$ cat src/rtl/rns_pkg.sv
package rns_pkg;

  localparam int unsigned RNS_MAX_MODULI = 6;
  localparam int unsigned VALUE_W        = 64;
  localparam int unsigned MOD_W          = 61;
  localparam int unsigned COUNT_W        = 3;
  localparam int unsigned TOTAL_W        = 9;
  localparam int unsigned CFG_IDX_W      = 3;
  localparam int unsigned MOD_IDX_W      = 3;
  localparam int unsigned STEP_W         = 7;

  // configuration register indexes
  typedef enum logic [CFG_IDX_W-1:0] {
    REG_COUNT = 3'd0,
    REG_MOD0  = 3'd1,
    REG_MOD1  = 3'd2,
    REG_MOD2  = 3'd3,
    REG_MOD3  = 3'd4,
    REG_MOD4  = 3'd5,
    REG_MOD5  = 3'd6,
    REG_TOTAL = 3'd7
  } cfg_reg_e;

  typedef enum logic [2:0] {
    S_IDLE,
    S_CHECK,
    S_ERR,
    S_DIV,
    S_FIX
  } rns_state_e;

  typedef struct packed {
    logic load_in;
    logic start_div;
    logic step;
    logic load_res;
    logic load_err;
    logic next_mod;
  } rns_cmd_t;

  typedef struct packed {
    logic size_ok;
    logic div_done;
    logic last_mod;
  } rns_sts_t;

endpackage

$ cat src/rtl/rns_ctrl.sv
module rns_ctrl
  import rns_pkg::*;
(
  input  logic     clk_i,
  input  logic     rst_ni,
  input  logic     in_valid_i,
  output logic     in_ready_o,
  output logic     out_valid_o,
  input  logic     out_ready_i,
  input  rns_sts_t sts_i,
  output rns_cmd_t cmd_o
);

  rns_state_e state_q, state_d;
  logic       out_valid_q, out_valid_d;
  logic       slot_free;

  assign slot_free  = !out_valid_q || out_ready_i;
  assign in_ready_o = (state_q == S_IDLE);
  assign out_valid_o = out_valid_q;

  always_comb begin
    state_d = state_q;
    unique case (state_q)
      S_IDLE:  if (in_valid_i) state_d = S_CHECK;
      S_CHECK: state_d = sts_i.size_ok ? S_DIV : S_ERR;
      S_ERR:   if (slot_free) state_d = S_IDLE;
      S_DIV:   if (sts_i.div_done) state_d = S_FIX;
      S_FIX: begin
        if (slot_free) state_d = sts_i.last_mod ? S_IDLE : S_DIV;
      end
      default: state_d = S_IDLE;
    endcase
  end

  always_comb begin
    cmd_o = '0;
    unique case (state_q)
      S_IDLE:  cmd_o.load_in = in_valid_i;
      S_CHECK: cmd_o.start_div = sts_i.size_ok;
      S_ERR:   cmd_o.load_err = slot_free;
      S_DIV:   cmd_o.step = !sts_i.div_done;
      S_FIX: begin
        cmd_o.load_res  = slot_free;
        cmd_o.next_mod  = slot_free && !sts_i.last_mod;
        cmd_o.start_div = slot_free && !sts_i.last_mod;
      end
      default: cmd_o = '0;
    endcase
  end

  always_comb begin
    out_valid_d = out_valid_q;
    if (out_valid_q && out_ready_i) out_valid_d = 1'b0;
    if (cmd_o.load_res || cmd_o.load_err) out_valid_d = 1'b1;
  end

  always_ff @(posedge clk_i or negedge rst_ni) begin
    if (!rst_ni) begin
      state_q     <= S_IDLE;
      out_valid_q <= 1'b0;
    end else begin
      state_q     <= state_d;
      out_valid_q <= out_valid_d;
    end
  end

endmodule

$ cat src/rtl/rns_datapath.sv
module rns_datapath
  import rns_pkg::*;
#(
  parameter int unsigned MAX_MODULI = RNS_MAX_MODULI
) (
  input  logic                 clk_i,
  input  logic                 rst_ni,
  input  logic                 cfg_we_i,
  input  logic [CFG_IDX_W-1:0] cfg_index_i,
  input  logic [MOD_W-1:0]     cfg_wdata_i,
  input  logic [VALUE_W-1:0]   value_i,
  input  rns_cmd_t             cmd_i,
  output rns_sts_t             sts_o,
  output logic [MOD_W-1:0]     residue_o,
  output logic [MOD_IDX_W-1:0] modulus_index_o,
  output logic                 last_o,
  output logic                 too_large_o
);

  localparam int unsigned IdxW = (MAX_MODULI > 1) ? $clog2(MAX_MODULI) : 1;

  // configuration
  logic [COUNT_W-1:0] count_q;
  logic [TOTAL_W-1:0] total_q;
  logic [MOD_W-1:0]   mod_q [MAX_MODULI];
  logic [CFG_IDX_W-1:0] mod_sel;

  assign mod_sel = cfg_index_i - REG_MOD0;

  always_ff @(posedge clk_i or negedge rst_ni) begin
    if (!rst_ni) begin
      count_q <= COUNT_W'(1);
      total_q <= '0;
      for (int i = 0; i < MAX_MODULI; i++) mod_q[i] <= MOD_W'(2);
    end else if (cfg_we_i) begin
      if (cfg_index_i == REG_COUNT) begin
        count_q <= cfg_wdata_i[COUNT_W-1:0];
      end else if (cfg_index_i == REG_TOTAL) begin
        total_q <= cfg_wdata_i[TOTAL_W-1:0];
      end else if (mod_sel < CFG_IDX_W'(MAX_MODULI)) begin
        mod_q[mod_sel[IdxW-1:0]] <= cfg_wdata_i;
      end
    end
  end

  // operand and divider state
  logic               neg_q;
  logic [VALUE_W-1:0] mag_q, dvd_q;
  logic [MOD_W-1:0]   rem_q;
  logic [STEP_W-1:0]  step_q;
  logic [IdxW-1:0]    idx_q;
  logic [MOD_W-1:0]   q;
  logic [MOD_W:0]     trial;
  logic               fits;

  assign q     = mod_q[idx_q];
  assign trial = {rem_q, dvd_q[VALUE_W-1]};
  assign fits  = trial >= {1'b0, q};

  always_ff @(posedge clk_i or negedge rst_ni) begin
    if (!rst_ni) begin
      idx_q  <= '0;
      step_q <= '0;
    end else begin
      if (cmd_i.load_in) idx_q <= '0;
      else if (cmd_i.next_mod) idx_q <= idx_q + IdxW'(1);
      if (cmd_i.start_div) step_q <= '0;
      else if (cmd_i.step) step_q <= step_q + STEP_W'(1);
    end
  end

  always_ff @(posedge clk_i) begin
    if (cmd_i.load_in) begin
      neg_q <= value_i[VALUE_W-1];
      mag_q <= value_i[VALUE_W-1] ? (~value_i + VALUE_W'(1)) : value_i;
    end
    if (cmd_i.start_div) begin
      rem_q <= '0;
      dvd_q <= mag_q;
    end else if (cmd_i.step) begin
      rem_q <= fits ? MOD_W'(trial - {1'b0, q}) : trial[MOD_W-1:0];
      dvd_q <= {dvd_q[VALUE_W-2:0], 1'b0};
    end
  end

  // size check: significant bits + 2 < total  <=>  mag < 2^(total-3)
  logic [TOTAL_W-1:0] shamt;
  logic               size_ok;

  assign shamt = total_q - TOTAL_W'(3);

  always_comb begin
    if (total_q < TOTAL_W'(3)) size_ok = 1'b0;
    else if (shamt >= TOTAL_W'(VALUE_W)) size_ok = 1'b1;
    else size_ok = (mag_q >> shamt[5:0]) == '0;
  end

  // active modulus count, zero acting as one and saturating at the limit
  logic [COUNT_W-1:0] n_eff;

  always_comb begin
    priority if (count_q == '0) n_eff = COUNT_W'(1);
    else if (count_q > COUNT_W'(MAX_MODULI)) n_eff = COUNT_W'(MAX_MODULI);
    else n_eff = count_q;
  end

  assign sts_o.size_ok  = size_ok;
  assign sts_o.div_done = step_q[STEP_W-1];
  assign sts_o.last_mod = (COUNT_W'(idx_q) == n_eff - COUNT_W'(1));

  logic [MOD_W-1:0] res_final;

  always_comb begin
    if (q == '0) res_final = '0;
    else if (neg_q && rem_q != '0) res_final = q - rem_q;
    else res_final = rem_q;
  end

  // result register
  always_ff @(posedge clk_i) begin
    if (cmd_i.load_res) begin
      residue_o       <= res_final;
      modulus_index_o <= MOD_IDX_W'(idx_q);
      last_o          <= sts_o.last_mod;
      too_large_o     <= 1'b0;
    end else if (cmd_i.load_err) begin
      residue_o       <= '0;
      modulus_index_o <= '0;
      last_o          <= 1'b1;
      too_large_o     <= 1'b1;
    end
  end

endmodule

$ cat src/rtl/signed_int_to_rns_residues.sv
// channel   direction  handshake              payload
// in        input      in_valid_i/in_ready_o  value_i
// out       output     out_valid_o/out_ready_i residue_o, modulus_index_o, last_o, too_large_o
// cfg       input      cfg_we_i               cfg_index_i, cfg_wdata_i
//
// each residue is a 64-step restoring division, one quotient bit per cycle,
// after which S_DIV sees it finish and S_FIX folds in the sign and loads the
// result register.
// the next division runs while a result waits; a stalled output blocks only
// the loading of the following result. reset is asynchronous, active low, and
// restores the register defaults.
module signed_int_to_rns_residues
  import rns_pkg::*;
#(
  parameter int unsigned MAX_MODULI = RNS_MAX_MODULI
) (
  input  logic                 clk_i,
  input  logic                 rst_ni,
  input  logic                 cfg_we_i,
  input  logic [CFG_IDX_W-1:0] cfg_index_i,
  input  logic [MOD_W-1:0]     cfg_wdata_i,
  input  logic                 in_valid_i,
  output logic                 in_ready_o,
  input  logic [VALUE_W-1:0]   value_i,
  output logic                 out_valid_o,
  input  logic                 out_ready_i,
  output logic [MOD_W-1:0]     residue_o,
  output logic [MOD_IDX_W-1:0] modulus_index_o,
  output logic                 last_o,
  output logic                 too_large_o
);

  rns_cmd_t cmd;
  rns_sts_t sts;

  rns_ctrl u_ctrl (
    .clk_i       (clk_i),
    .rst_ni      (rst_ni),
    .in_valid_i  (in_valid_i),
    .in_ready_o  (in_ready_o),
    .out_valid_o (out_valid_o),
    .out_ready_i (out_ready_i),
    .sts_i       (sts),
    .cmd_o       (cmd)
  );

  rns_datapath #(
    .MAX_MODULI (MAX_MODULI)
  ) u_datapath (
    .clk_i           (clk_i),
    .rst_ni          (rst_ni),
    .cfg_we_i        (cfg_we_i),
    .cfg_index_i     (cfg_index_i),
    .cfg_wdata_i     (cfg_wdata_i),
    .value_i         (value_i),
    .cmd_i           (cmd),
    .sts_o           (sts),
    .residue_o       (residue_o),
    .modulus_index_o (modulus_index_o),
    .last_o          (last_o),
    .too_large_o     (too_large_o)
  );

  // an error result stands alone
  assert property (@(posedge clk_i) disable iff (!rst_ni)
    out_valid_o && too_large_o |-> last_o && residue_o == '0 && modulus_index_o == '0)
    else $error("error result malformed");

  // more residues of the same transaction are still to come
  assert property (@(posedge clk_i) disable iff (!rst_ni)
    out_valid_o && !last_o |-> !in_ready_o)
    else $error("input taken before all residues were produced");

  assert property (@(posedge clk_i) disable iff (!rst_ni)
    in_valid_i && in_ready_o |=> !in_ready_o)
    else $error("second transaction taken while busy");

  assert property (@(posedge clk_i) disable iff (!rst_ni)
    out_valid_o && !too_large_o |-> modulus_index_o < MOD_IDX_W'(MAX_MODULI))
    else $error("modulus index out of range");

endmodule
$ cat config.mk
export PLATFORM = sky130hd
export DESIGN_NAME = signed_int_to_rns_residues
export DESIGN_NICKNAME = d
export VERILOG_FILES = /design/src/rtl/rns_pkg.sv /design/src/rtl/rns_ctrl.sv /design/src/rtl/rns_datapath.sv /design/src/rtl/signed_int_to_rns_residues.sv
export SDC_FILE = /design/constraint.sdc
export NUM_CORES = 2
export LEC_CHECK = 0
export BUFFER_PORTS_ARGS = -buffer_cell sky130_fd_sc_hd__buf_2
export CORE_ASPECT_RATIO = 1.25
export CORE_MARGIN = 2
export CORE_UTILIZATION = 50
export DETAILED_ROUTE_END_ITERATION = 12
export GPL_ROUTABILITY_DRIVEN = 0
export PLACE_DENSITY = 0.73
export SYNTH_ARGS = -nofsm -noshare
export SYNTH_HDL_FRONTEND = slang
export SYNTH_SLANG_ARGS = --single-unit
export TNS_END_PERCENT = 50
$ cat constraint.sdc
create_clock -name clk_i -period 15.28 [get_ports clk_i]
set_clock_uncertainty 0.15 [all_clocks]
set_input_delay 0.764 -clock clk_i [delete_from_list [all_inputs] [get_ports clk_i]]
set_output_delay 0.764 -clock clk_i [all_outputs]
set_load 0.005 [all_outputs]
==> results.md <==
- Reg2reg start: u_datapath.idx_q[0]$_DFFE_PN0P_
- RSZ-0062 raised after global routing: no
- 1st-pass router iterations: 6
- Post-synth top flop: dfrtp_1
- Total Wirelength: between 100,000 and 150,000 microns
- Met2 wire length: a little under 50,000 microns
- Via density: between 6 and 7
- CP max FO: 45
- Fillers: between 6k and 7k
- Via count: 30.3k
- Worst setup SP type: flop
- Fin. Hold Viols: 0
- Setup TNS: 0 ns
- Met3 WL post-DR: ~7700 microns
- Crit Path Class: flop to flop
- Async SR Flop Fraction: 0.605
- DIE AREA: between 80,000 and 90,000 sq um
- Area grow syn2layout: 10.7%
- DRC: 0
- # hold bufs at CTS: 0
- Post-Syn Area: 39,200 sq um
- Grt total ovfl: 0
- Met1 WL: 44,600 microns
- ANT nets after route: 0
- Clock Root Buffer: clkbuf_16
- Initial Util: 0.506
- Final slew viol count: 0
- Global-route wire length before repair: 166,000 microns
- Outcome: complete, no violations
- Internal power: roughly 5600 uW
- CTS Buf Count: 69
- Max rail drop VDD: about 0.16 mV
- Max-slew headroom: 0.104
- Worst Tran Pin Value: roughly 1.3 ns
- Final setup fails: 0
- Worst-path cell chain: buf_4 > mux4_2 > a21oi_1 > inv_1 > ha_1 > nand2_1 > nor2_1 > nand2_1 > a211oi_1 > o311a_1 > o21ai_1 > o31ai_1 > a211oi_1 > or4_1 > o21ai_0 > mux2_2
- Clock transition at path regs: 0.06 ns
- Power per Cell Area: 217 nW/um^2
- Die H: roughly 320 microns
- Total nets after synthesis: 3,969
- Final Core Density: 0.560
- Number of synthesized flops with an enable pin: 194
- Non-filler cells, final: about 4.9k
- Wire per inst: 21.5 microns
- Hold Crit Class: input port to asynchronous set/reset pin
- FP Rows: between 100 and 150
- XOR/XNOR Fraction of Synth Area: 0.0397
- Clock sinks: roughly 650
- Clk pwr share: 0.184
- Fin crit share: 0.453
- Post-synthesis mux area share: 0.209
- Post-CTS setup buffer count: 0
- Total GRT Usage: 0.262
- #FFs+latches synth: 648
- Max cap viols: 0
- Worst path required time: approximately 16 ns
- CP delay by family, top: compound AO/OA/AOI/OAI gates
- Nets: 4,075
- Sequential power share: 0.309
- Synth unique cells: 91
- CTS tree: yes
- Vias in the first global route: around 30k
- Buf/Inv on CP: 2
- Highest routing layer actually used: met5
- Compound-gate portion of the synthesized area: 0.127
- Slowest CP cell: dfrtp_4
- Syn. warnings: 0
- Comb pwr share: 0.507
- Synth Area in Simple Gates: 0.111
- Die width: 255 microns
- Leakage power: 0.0178 uW
- Top achievable clock speed: 0.144 GHz
- Post-Synthesis Cells: roughly 3.7k
- Worst-skew pair later-pin latency: between 0.6 and 0.7 ns
- Critical path's largest stage delay: around 0.94 ns
- Tot Pwr: about 9400 uW
- Core Area: between 70,000 and 80,000 sq um
- Final WS setup: between 8 and 9 ns
- Crit path capture type: flop
- Arr. time, crit path: around 7.2 ns
- DP HPWL: roughly 74,000 microns
- Placed cell count: around 4.8k
- Pre-CTS setup slack: approximately 8.4 ns
- H-tree depth: 3
- I/O Buffers: 200
- Sequential area share after synthesis: 0.430
- Setup crit start: u_datapath.idx_q[0]$_DFFE_PN0P_
- Antenna violations before repair: 19
- Maximum clock insertion buffer count: 3
- Largest net degree at the start of global routing: about 130
- Layout cells sized above 1: 0.239
- P_sw: approximately 4000 uW
- Post-Synth Adder-Cell Area: 0.0427
- # IOs: 201
- DRT iter0 DRCs: 2,446
- Largest family of logic cells by synthesized area: multiplexers
- Post-CTS sizing: 0
- Sw Share: 0.412
- Post-layout min period: a little under 7 ns
- Syn Area/Cell: about 11 sq um
-- layout by cell type, fill, tap and decap left out, types with 11 or more instances in the layout --
cell type  netlist  routed
mux2_2         418     418
dfrtp_1        385     382
nand2_1        305     303
nor2_1         253     253
a21oi_1        248     248
buf_2           37     199
edfxtp_1       194     194
inv_1          180     179
o21ai_0        176     176
xnor2_1        133     131
ha_1           130     129
mux4_2         104     104
mux2i_1         79      79
clkbuf_16        0      71
nor3_1          65      64
dfxtp_1         62      62
a21o_1          57      57
o22ai_1         53      53
a211oi_1        51      51
nand4_1         44      44
nand3_1         47      44
xor2_1          43      42
nor2b_1         41      41
buf_4           13      38
nor4_1          35      35
mux2_1          32      32
a31oi_1         30      30
o31ai_1         25      25
and2_1          24      23
and3_1          20      20
or3_1           19      19
nand2b_1        18      17
o21bai_1        17      17
o21a_1          17      17
o41ai_1         15      14
or4_1           12      12
o211ai_1        11      11
-- logic make-up after synthesis --
group / count (synthesis)
AO/OA/AOI/OAI: 800
XOR/XNOR: 177
adder cells (fa/ha/maj): 133
buffers and inverters: 386
flip-flops: 648
multiplexers: 633
AND/OR/NAND/NOR: 927
-- cell usage after synthesis, types with 57 or more instances --
cell      number  area [sq um]
a21o_1        57           428
a21oi_1      248          1240
clkbuf_1     135           507
dfrtp_1      385          9630
dfxtp_1       62          1240
edfxtp_1     194          5830
ha_1         130          1630
inv_1        180           676
mux2_2       418          4710
mux2i_1       79           791
mux4_2       104          2340
nand2_1      305          1140
nor2_1       253           950
nor3_1        65           325
o21ai_0      176           881
xnor2_1      133          1160
-- path summary, 6_finish.rpt --
| check | cells after the start | slack [ns] | to |
|---|---|---|---|
| worst max-delay path | 16 | 8.35 | u_datapath.residue_o[60]$_SDFFCE_PP0P_ |
| worst min-delay path | 1 | 0.12 | u_datapath.mod_q[290]$_DFFE_PN0P_ |
| worst max register to register | 16 | 8.35 | u_datapath.residue_o[60]$_SDFFCE_PP0P_ |
| worst min register to register | 2 | 0.30 | u_datapath.too_large_o$_SDFFE_PP0P_ |
| max in group asynchronous | 3 | 12.73 | u_datapath.idx_q[1]$_DFFE_PN0P_ |
| min in group clk_i | 1 | 0.25 | u_datapath.mag_q[0]$_DFFE_PP_ |
-- metal layers --
layer,vias up,GRT usage
met2,1120,0.417
li1,13900,-
met5,-,0
met4,26,0.115
met3,258,0.0482
met1,15000,0.350
-- flip-flops by register name, summed over array words and instances, names as in the netlist --
signal / cells
u_datapath.neg_q: 1
u_datapath.dvd_q: 64
u_datapath.idx_q: 3
u_datapath.rem_q: 61
u_datapath.step_q: 7
u_datapath.total_q: 9
u_ctrl.out_valid_o: 1
u_datapath.count_q: 3
u_datapath.modulus_index_o: 3
u_datapath.last_o: 1
u_datapath.mag_q: 64
u_datapath.too_large_o: 1
u_ctrl.state_q: 3
u_datapath.residue_o: 61
u_datapath.mod_q: 366
-- stage by stage --
stage,area (sq um),hold slack [ns]
finish,43400,0.118
CTS,43400,0.133
global route,43400,0.197
global placement,41100,0.289
detailed placement,41100,0.293
floorplan,39200,0.294
-- final cells by class --
| class | instances | area (sq um) | area share |
|---|---|---|---|
| multi-input combinational | 2670 | 20900 | 0.481 |
| antenna | 8 | 20.0 | 0.000461 |
| timing repair buffer | 238 | 1300 | 0.0298 |
| clock inverter | 31 | 378 | 0.00870 |
| tap | 1044 | 1310 | 0.0301 |
| sequential | 648 | 16900 | 0.389 |
| clock buffer | 92 | 1960 | 0.0451 |
| inverter | 183 | 687 | 0.0158 |
-- power by group through the flow --
stage	clock network [uW]	logic [uW]	registers (uW)
floorplan	0	3630	2780
global placement	0	4620	2910
detailed placement	0	4680	2940
CTS	1770	4720	2910
global route	1840	5250	2990
finish	1740	4790	2920
Note: power is estimated with default switching activity, not from simulation.
